File: config.mk
export PLATFORM = sky130hd
export DESIGN_NAME = artnet_packet_parser_unit
export DESIGN_NICKNAME = d
export VERILOG_FILES = /design/src/hdl/anpp_pkg.sv /design/src/hdl/artnet_packet_parser_unit.sv
export VERILOG_INCLUDE_DIRS = /design/src /design/src/hdl
export SDC_FILE = /design/constraint.sdc
export NUM_CORES = 1
export LEC_CHECK = 0
export BUFFER_PORTS_ARGS = -buffer_cell sky130_fd_sc_hd__clkbuf_2
export CORE_UTILIZATION = 35
export DETAILED_ROUTE_END_ITERATION = 12
export PLACE_DENSITY = 0.49
export SYNTH_ARGS = -nofsm -noshare
export SYNTH_HDL_FRONTEND = slang
export SYNTH_SLANG_ARGS = --single-unit
File: constraint.sdc
create_clock -name i_clk -period 9.21 [get_ports i_clk]
set_clock_uncertainty 0.1 [all_clocks]
set_input_delay 1.3815 -clock i_clk [delete_from_list [all_inputs] [get_ports i_clk]]
set_output_delay 1.3815 -clock i_clk [all_outputs]
set_load 0.02 [all_outputs]
File: src/hdl/assert_macros.svh
// shared assertion macros for the parser rtl
`ifndef ASSERT_MACROS_SVH
`define ASSERT_MACROS_SVH

// condition must never hold outside reset
`define ASSERT_NEVER(label, clk, rst_n, cond) \
    label: assert property (@(posedge clk) disable iff (!rst_n) !(cond)) \
        else $error("assertion failed");

// antecedent in one cycle implies consequent in the next
`define ASSERT_NEXT(label, clk, rst_n, ante, cons) \
    label: assert property (@(posedge clk) disable iff (!rst_n) (ante) |=> (cons)) \
        else $error("assertion failed");

`endif

File: src/hdl/anpp_pkg.sv
// ----------------------------------------------------------------------------
// anpp_pkg
// Constants, record type and identifier table for the Art-Net packet parser.
// ----------------------------------------------------------------------------
package anpp_pkg;

    localparam int BUFFER_BYTES_DEF = 1024;

    localparam logic [15:0] OP_POLL = 16'h2000;
    localparam logic [15:0] OP_DMX  = 16'h5000;

    // byte offsets within the udp payload
    localparam int ID_LEN       = 8;
    localparam int POS_OP_LO    = 8;
    localparam int POS_OP_HI    = 9;
    localparam int POS_SEQ      = 12;
    localparam int POS_UNIV_LO  = 14;
    localparam int POS_UNIV_HI  = 15;
    localparam int POS_LEN_HI   = 16;
    localparam int POS_LEN_LO   = 17;
    localparam int DATA_OFFSET  = 18;
    localparam int MIN_HEADER   = 10;

    localparam logic [1:0] KIND_DATA = 2'd0;
    localparam logic [1:0] KIND_END  = 2'd1;
    localparam logic [1:0] KIND_POLL = 2'd2;

    localparam int FIFO_DEPTH = 8;
    localparam int PTR_W      = $clog2(FIFO_DEPTH);
    localparam int CNT_W      = $clog2(FIFO_DEPTH + 1);

    typedef struct packed {
        logic [1:0]  kind;
        logic [7:0]  channel_byte;
        logic [9:0]  channel_index;
        logic [9:0]  data_count;
        logic [15:0] universe;
        logic [7:0]  sequence_res;
        logic [31:0] source_ip;
        logic [15:0] source_port;
    } t_result;

    // "Art-Net" followed by a zero byte
    function automatic logic [7:0] id_byte(input logic [2:0] idx);
        logic [7:0] v;
        case (idx)
            3'd0:    v = 8'h41;
            3'd1:    v = 8'h72;
            3'd2:    v = 8'h74;
            3'd3:    v = 8'h2d;
            3'd4:    v = 8'h4e;
            3'd5:    v = 8'h65;
            3'd6:    v = 8'h74;
            default: v = 8'h00;
        endcase
        return v;
    endfunction

endpackage

File: src/hdl/artnet_packet_parser_unit.sv
// ----------------------------------------------------------------------------
// artnet_packet_parser_unit
// Parses Art-Net udp payload bytes: checks the identifier and opcode, passes
// on ArtDmx slot bytes with an end record, and flags ArtPoll requests.
// ----------------------------------------------------------------------------
//  channel   direction  handshake           payload
//  input     in         i_valid / o_stall   data_byte, last_byte, sender ip/port
//  result    out        o_valid / i_stall   kind, slot byte/index, count, header
//
//  one byte is taken per cycle while o_stall is low; its records pass from the
//  input register into the result queue and appear at the outputs from there.
//  a byte can give two records (last slot byte plus end record), so the
//  eight-entry result queue sets the input stall when it could overflow.
//  reset empties the queue and returns the parser to the packet start.
//  with the result side stalled, the queue fills and the input stalls before
//  it can overflow; nothing is dropped.
// ----------------------------------------------------------------------------
`include "assert_macros.svh"

module artnet_packet_parser_unit #(
    parameter int BUFFER_BYTES = anpp_pkg::BUFFER_BYTES_DEF
) (
    input  logic        i_clk,
    input  logic        i_rst_n,

    input  logic        i_valid,
    output logic        o_stall,
    input  logic [7:0]  i_data_byte,
    input  logic        i_last_byte,
    input  logic [31:0] i_sender_ip,
    input  logic [15:0] i_sender_port,

    output logic        o_valid,
    input  logic        i_stall,
    output logic [1:0]  o_kind,
    output logic [7:0]  o_channel_byte,
    output logic [9:0]  o_channel_index,
    output logic [9:0]  o_data_count,
    output logic [15:0] o_universe,
    output logic [7:0]  o_sequence_res,
    output logic [31:0] o_source_ip,
    output logic [15:0] o_source_port
);

    localparam int POS_W = $clog2(BUFFER_BYTES + 1);
    localparam int PTR_W = anpp_pkg::PTR_W;
    localparam int CNT_W = anpp_pkg::CNT_W;

    // input register
    logic        r_in_valid;
    logic [7:0]  r_in_byte;
    logic        r_in_last;
    logic [31:0] r_in_ip;
    logic [15:0] r_in_port;

    // parser state
    logic [POS_W-1:0] r_pos,  n_pos;
    logic             r_id,   n_id;
    logic [15:0]      r_op,   n_op;
    logic [7:0]       r_seq,  n_seq;
    logic [15:0]      r_univ, n_univ;
    logic [15:0]      r_len,  n_len;
    logic [POS_W-1:0] r_emit, n_emit;

    // result queue
    anpp_pkg::t_result r_fifo [anpp_pkg::FIFO_DEPTH];
    logic [PTR_W-1:0]  r_wr_ptr, r_rd_ptr;
    logic [CNT_W-1:0]  r_count;

    logic             in_accept;
    logic             out_accept;
    logic             in_buf;
    logic [POS_W-1:0] slot;
    logic             dmx_hit;
    logic             end_hit;
    logic             poll_hit;
    logic [1:0]       n_push;
    anpp_pkg::t_result rec_data, rec_tail;
    anpp_pkg::t_result head;

    assign in_accept  = i_valid && !o_stall;
    assign out_accept = o_valid && !i_stall;

    // worst case two records for the item in the input register
    assign o_stall = (5'(r_count) + (r_in_valid ? 5'd2 : 5'd0))
                     > 5'(anpp_pkg::FIFO_DEPTH - 2);

    always_ff @(posedge i_clk) begin
        if (!i_rst_n) begin
            r_in_valid <= 1'b0;
        end else begin
            r_in_valid <= in_accept;
        end
        if (in_accept) begin
            r_in_byte <= i_data_byte;
            r_in_last <= i_last_byte;
            r_in_ip   <= i_sender_ip;
            r_in_port <= i_sender_port;
        end
    end

    assign in_buf = r_pos < POS_W'(BUFFER_BYTES);
    assign slot   = r_pos - POS_W'(anpp_pkg::DATA_OFFSET);

    always_comb begin
        n_pos   = r_pos;
        n_id    = r_id;
        n_op    = r_op;
        n_seq   = r_seq;
        n_univ  = r_univ;
        n_len   = r_len;
        n_emit  = r_emit;
        dmx_hit = 1'b0;
        if (r_in_valid && in_buf) begin
            if (r_pos < POS_W'(anpp_pkg::ID_LEN)) begin
                if (r_in_byte != anpp_pkg::id_byte(r_pos[2:0])) begin
                    n_id = 1'b0;
                end
            end else if (r_pos == POS_W'(anpp_pkg::POS_OP_LO)) begin
                n_op = {8'h00, r_in_byte};
            end else if (r_pos == POS_W'(anpp_pkg::POS_OP_HI)) begin
                n_op = {r_in_byte, r_op[7:0]};
            end else if (r_pos == POS_W'(anpp_pkg::POS_SEQ)) begin
                n_seq = r_in_byte;
            end else if (r_pos == POS_W'(anpp_pkg::POS_UNIV_LO)) begin
                n_univ = {8'h00, r_in_byte};
            end else if (r_pos == POS_W'(anpp_pkg::POS_UNIV_HI)) begin
                n_univ = {r_in_byte, r_univ[7:0]};
            end else if (r_pos == POS_W'(anpp_pkg::POS_LEN_HI)) begin
                n_len = {r_in_byte, 8'h00};
            end else if (r_pos == POS_W'(anpp_pkg::POS_LEN_LO)) begin
                n_len = {r_len[15:8], r_in_byte};
            end else if (r_pos >= POS_W'(anpp_pkg::DATA_OFFSET)) begin
                if (r_id && r_op == anpp_pkg::OP_DMX && 16'(slot) < r_len) begin
                    dmx_hit = 1'b1;
                    n_emit  = r_emit + POS_W'(1);
                end
            end
            n_pos = r_pos + POS_W'(1);
        end
    end

    // packet end decisions use the state after this byte
    always_comb begin
        end_hit  = 1'b0;
        poll_hit = 1'b0;
        if (r_in_valid && r_in_last && n_pos >= POS_W'(anpp_pkg::MIN_HEADER) && n_id) begin
            if (n_op == anpp_pkg::OP_POLL) begin
                poll_hit = 1'b1;
            end else if (n_op == anpp_pkg::OP_DMX
                         && n_pos >= POS_W'(anpp_pkg::DATA_OFFSET)) begin
                end_hit = 1'b1;
            end
        end
    end

    always_comb begin
        rec_data               = '0;
        rec_data.kind          = anpp_pkg::KIND_DATA;
        rec_data.channel_byte  = r_in_byte;
        rec_data.channel_index = 10'(slot);
        rec_data.universe      = n_univ;
        rec_data.sequence_res  = n_seq;
        rec_data.source_ip     = r_in_ip;
        rec_data.source_port   = r_in_port;

        rec_tail             = '0;
        rec_tail.source_ip   = r_in_ip;
        rec_tail.source_port = r_in_port;
        if (poll_hit) begin
            rec_tail.kind = anpp_pkg::KIND_POLL;
        end else begin
            rec_tail.kind         = anpp_pkg::KIND_END;
            rec_tail.data_count   = 10'(n_emit);
            rec_tail.universe     = n_univ;
            rec_tail.sequence_res = n_seq;
        end
    end

    assign n_push = 2'(dmx_hit) + 2'(end_hit || poll_hit);

    always_ff @(posedge i_clk) begin
        if (!i_rst_n || (r_in_valid && r_in_last)) begin
            r_pos  <= '0;
            r_id   <= 1'b1;
            r_op   <= '0;
            r_seq  <= '0;
            r_univ <= '0;
            r_len  <= '0;
            r_emit <= '0;
        end else begin
            r_pos  <= n_pos;
            r_id   <= n_id;
            r_op   <= n_op;
            r_seq  <= n_seq;
            r_univ <= n_univ;
            r_len  <= n_len;
            r_emit <= n_emit;
        end
    end

    always_ff @(posedge i_clk) begin
        if (dmx_hit) begin
            r_fifo[r_wr_ptr] <= rec_data;
            if (end_hit || poll_hit) begin
                r_fifo[r_wr_ptr + PTR_W'(1)] <= rec_tail;
            end
        end else if (end_hit || poll_hit) begin
            r_fifo[r_wr_ptr] <= rec_tail;
        end
    end

    always_ff @(posedge i_clk) begin
        if (!i_rst_n) begin
            r_wr_ptr <= '0;
            r_rd_ptr <= '0;
            r_count  <= '0;
        end else begin
            r_wr_ptr <= r_wr_ptr + PTR_W'(n_push);
            r_rd_ptr <= r_rd_ptr + PTR_W'(out_accept);
            r_count  <= r_count + CNT_W'(n_push) - CNT_W'(out_accept);
        end
    end

    assign head            = r_fifo[r_rd_ptr];
    assign o_valid         = r_count != '0;
    assign o_kind          = head.kind;
    assign o_channel_byte  = head.channel_byte;
    assign o_channel_index = head.channel_index;
    assign o_data_count    = head.data_count;
    assign o_universe      = head.universe;
    assign o_sequence_res  = head.sequence_res;
    assign o_source_ip     = head.source_ip;
    assign o_source_port   = head.source_port;

    `ASSERT_NEVER(a_fifo_bound, i_clk, i_rst_n, r_count > CNT_W'(anpp_pkg::FIFO_DEPTH))
    `ASSERT_NEVER(a_pos_bound, i_clk, i_rst_n, r_pos > POS_W'(BUFFER_BYTES))
    `ASSERT_NEXT(a_last_clears, i_clk, i_rst_n, r_in_valid && r_in_last, r_pos == '0 && r_id)
    `ASSERT_NEVER(a_emit_le_pos, i_clk, i_rst_n, r_emit > r_pos)

endmodule
After elaboration in Yosys (flattened, before gate mapping)
Memory sizes are Yosys's and may differ from the RTL's. A register that Yosys moved wholly into a read port is not among the register bits.
Cells that the tools add are included.
W data, S select, Z words.
{ "totals": {"ff_bits": 147, "ramBits": 816, "output_inout_bits": 104, "word_cells": 146, "memories": 1} }
{ "memory_table": {"columns": ["memory", "words", "width", "rd", "rd_clocked_by_memory_dff", "wr", "line_no", "source"], "rows": [
  ["r_fifo", 8, 102, 1, 1, 2, "artnet_packet_parser_unit.sv:66", "anpp_pkg::t_result r_fifo [anpp_pkg::FIFO_DEPTH];"]
]} }
{ "classes": {"n_addsub": 10, "magnitude_cmp": 7, "eq_ne": 17, "mux": 64, "bitwise": 9, "n_reduce_logical": 21} }
{ "op_table": {"columns": ["op", "n"], "rows": [
  ["$mux W16", 12],
  ["$mux W10", 11],
  ["$mux W102", 1],
  ["$mux W8", 8],
  ["$eq A11 B4 Y1 const B", 5],
  ["$pmux W7 S6", 1],
  ["$mux W34", 1],
  ["$eq A16 B15 Y1 const B", 2],
  ["$mux W1", 26],
  ["$add A11 B1 Y11 const B", 2],
  ["$eq A11 B5 Y1 const B", 2],
  ["$ge A11 B5 Y1 const B", 2],
  ["$eq A16 B14 Y1 const B", 1],
  ["$lt A11 B16 Y1", 1],
  ["$reduce_and A8 Y1", 2],
  ["$ge A11 B4 Y1 const B", 1],
  ["$lt A11 B11 Y1 const B", 1],
  ["$lt A11 B4 Y1 const B", 1],
  ["$mux W11", 1],
  ["$reduce_and A11 Y1", 1],
  ["$sub A11 B5 Y11 const B", 1],
  ["$eq A3 B3 Y1 const B", 3],
  ["$logic_and A1 B1 Y1", 9],
  ["$ne A8 B8 Y1", 1],
  ["other kinds (20)", 32]
]} }

Longest topological paths before layout
{ "logic_depth": {"ltp_word": 17, "depth_mapped": 22, "ltp_nobuf": 21} }

Worst setup path after synthesis
No wires, ideal clock.
{ "synth_path": {"path_kind": "register to register", "from": "register r_pos[2]", "to": "memory r_fifo[4][0] in the netlist's numbering (enable)", "setup_time_ns": 0.481, "arrival_ns": 6.695, "path_slack_ns": 1.934, "path_stages_with_launch": 19, "n_path_buf": 4, "synth_period_minus_slack_ns": 7.276, "cell_sequence": "dfxtp_1 buf_1 clkbuf_1 nor2_1 a21boi_0 nor2_1 xor2_1 ha_1 nor2b_1 o21ai_0 a31oi_1 or3_1 ha_1 nand2b_1 nor3_1 nor2_1 inv_1 clkbuf_1 clkbuf_1"} }
{ "synth_lines": {"columns": ["item", "line_no", "source"], "rows": [
  ["from (decl)", "artnet_packet_parser_unit.sv:57", "logic [POS_W-1:0] r_pos, n_pos;"],
  ["from (signal assigned)", "artnet_packet_parser_unit.sv:192", "r_pos <= n_pos;"],
  ["to (decl)", "artnet_packet_parser_unit.sv:66", null]
]} }

==> results.txt <==
post-synth cell types = 69
Critical path buffers and inverters = 4
max-slew violation count = 0
Crit Path Category = flop to flop
Switch Pwr = 0.00245 W
cell family with most CP delay = simple AND/OR/NAND/NOR gates
Sequential Power Share = 0.482
Port Buf Inserts = 164
Worst-Margin Slew = 1.31 ns
vias in the first global route = 26381
synthesized area = 0.0426 mm2
slowest CP cell = dfxtp_1
P per Cell Area = 208 mW/mm2
LEAKAGE = 14.0 nW
YS warnings = 0
synthesis-stage register bit count = 962
H-Tree Depth = 3
Resized cells post-CTS = 0
CP required = 9.55 ns
post-synthesis sequential area ratio = 0.623
startpoint types = flop
DR pass1 iterations = 5
Post-CTS Setup Inserts = 0
gr usage total = 0.180
launch point of the worst hold path = r_op[2]$_SDFF_PP0_
worst hold path class = flop to flop
Mapped Cells = 3101
final core occ = 0.403
grt met1 use = 0.235
Wirelength per Cell = 22.7 um
achievable frequency = 0.145 GHz
Critical Path, Cell by Cell = inv_1 -> ha_1 -> nand2b_1 -> a21oi_1 -> xor2_1 -> ha_1 -> a21o_1 -> a21oi_1 -> a211o_1 -> a31oi_1 -> or3_1 -> inv_1 -> ha_1 -> nand2_1 -> nor2_1 -> nor2_2 -> inv_6 -> buf_4 -> and2_1
crit path time final = 6.87 ns
Starting Density = 0.354
Yosys top cell area share = 0.514
worst relative slew slack = 0.102
most frequent cells in the layout = edfxtp_1 (729), and2_1 (347), nand2_1 (262), dfxtp_1 (230), nor2_1 (228)
vias per cell = 5.22
layout cells sized above 1 = 0.228
pin count of the biggest net entering global routing = 118
post-route ant nets = 0
Crit path arrival time = 7.21 ns
M3 GR Usage = 0.0323
Clock Tree Buf Depth = 3
Avg Synthesized Cell Area = 13.7 um2
crit share post-route = 0.746
Worst Path Max Fanout = 86
EDFF count, synth = 729
synth-to-layout area growth = 13.7%
pre-CTS setup slack = 2.36 ns
TritonCTS clock tree = done
Async S/R FF share, synth = 0
largest cells by area after synthesis = edfxtp_1 (51%), dfxtp_1 (11%), mux4_2 (11%)
DP HPWL = 63800 um
chip width = 351 um
Top Ports = 165
max cap viols = 0
commonest non-fill, non-tap cell in the layout = edfxtp_1
logic gate share of total power = 0.086
setup ws final = 2.34 ns
Internal Power = 0.00765 W
GP Congestion = 0.838
clk slew on worst S/H paths = 0.06 ns
initial antenna violation count = 2
clk root buf = clkbuf_16
final hold slack = 0.357 ns
Final Hold Viols = 0
reg2reg start = r_pos[2]$_SDFF_PP0_
most common cell type on the critical path = ha_1
Final setup viols = 0
dominant cell type by area after synthesis = edfxtp_1
RSZ-0062 raised after global routing = false
FP Rows = 127
Die ar. = 0.123 mm2
critical path launch point = r_pos[2]$_SDFF_PP0_
GR peak layer = met2
syn_nets = 3199
Switching Share = 0.242
DRC errors left = 0
vias = 25558
Peak VDD IR = 0.230 mV
worst stage delay on the critical path = 0.84 ns
Clock power frac = 0.432
Final #Nets = 3293
status = completed
Die Height = 351 um
critical path endpoint category = flop
clock latency at the later pin of the worst-skew pair = 0.70 ns
fill cell count = 11219
first-pass GRT wire length = 165000 um
GRT Residual Overflow = 0
core area = 0.120 mm2
CTS Buf Count = 105
Total Routed Length = 111000 um
reg2reg setup slack = 2.34 ns
hold_buf cts = 0
DRT iter0 DRCs = 2195
ys flop type = edfxtp_1
Final TNS setup = 0 ns
met2 usage = 0.297
clk sink count = 962
## Yosys cell counts (5+ instances only)
cell type and number:
a2111oi_4 8, a211oi_1 6, a21oi_1 44, a31oi_1 5, and2_1 347, and3_1 6, buf_1 26, buf_6 26
clkbuf_1 170, dfxtp_1 233, edfxtp_1 729, ha_1 35, inv_1 56, inv_2 8, mux2_2 102, mux2i_1 30
mux4_2 204, nand2_1 263, nand2b_1 8, nand3_1 48, nand4_1 7, nor2_1 230, nor2_2 8, nor2b_1 68
nor3_1 151, nor4_1 8, o21ai_0 37, o22ai_1 127, o2bb2ai_1 8, o31ai_4 8, xnor2_1 20, xor2_1 12
## cells by family after synthesis
group                    share of synthesized area
XOR/XNOR                                   0.00658
AND/OR/NAND/NOR                              0.140
adder cells (fa/ha/maj)                     0.0112
flip-flops                                   0.623
buffers and inverters                       0.0314
AO/OA/AOI/OAI                               0.0454
multiplexers                                 0.142
## per-stage QoR
step | power, W | cells | area, um2
3_3_place_gp | 0.00585 | 4700 | 44900
5_1_grt | 0.0105 | 4895 | 48500
6_report | 0.0101 | 4896 | 48500
2_1_floorplan | 0.00556 | 3101 | 42600
3_5_place_dp | 0.00586 | 4700 | 44900
4_1_cts | 0.0102 | 4895 | 48500
## power by group through the flow
stage | clock [W] | combinational, W | sequential, W
after floorplan | 0 | 0.000737 | 0.00482
after global placement | 0 | 0.000886 | 0.00497
after detailed placement | 0 | 0.000893 | 0.00497
after CTS | 0.00446 | 0.000896 | 0.00488
after global routing | 0.00462 | 0.000941 | 0.00490
final | 0.00436 | 0.000865 | 0.00487
## sequential cells by signal, indices dropped and copies added (netlist names), 4 cells and up
register   cells
r_len         16
r_in_port     16
r_count        4
r_in_ip       32
r_univ        16
r_seq          8
r_fifo       816
r_in_byte      8
r_pos         11
r_emit        10
r_op          16
## tightest hold or removal path, cell delays in order, from the launching register on
cell     delay [ns]
dfxtp_1        0.30
nand2_1        0.05
a21oi_1        0.05
## cell type report
class	count	area, um2	area share
timing repair buffer	216	1240	0.0255
multi-input combinational	1844	14800	0.305
clock inverter	59	744	0.0154
antenna	1	2.50	0.0000516
inverter	66	285	0.00589
tap	1612	2020	0.0416
clock buffer	136	2840	0.0585
sequential	962	26600	0.548
## routing by layer
layer	wire (um)	up-vias
li1	-	11630
met1	47700	12996
met2	53300	761
met3	6690	169
met4	3330	2
met5	13	-
## path summary, 6_finish.rpt
check	to	cells after the start
worst min-delay path	r_op[2]$_SDFF_PP0_	2
worst max-delay path	r_fifo[2][19]$_DFFE_PP_	19
worst max register to register	r_fifo[2][19]$_DFFE_PP_	19
worst min register to register	r_op[2]$_SDFF_PP0_	2
(Power assumes the default switching activity.)
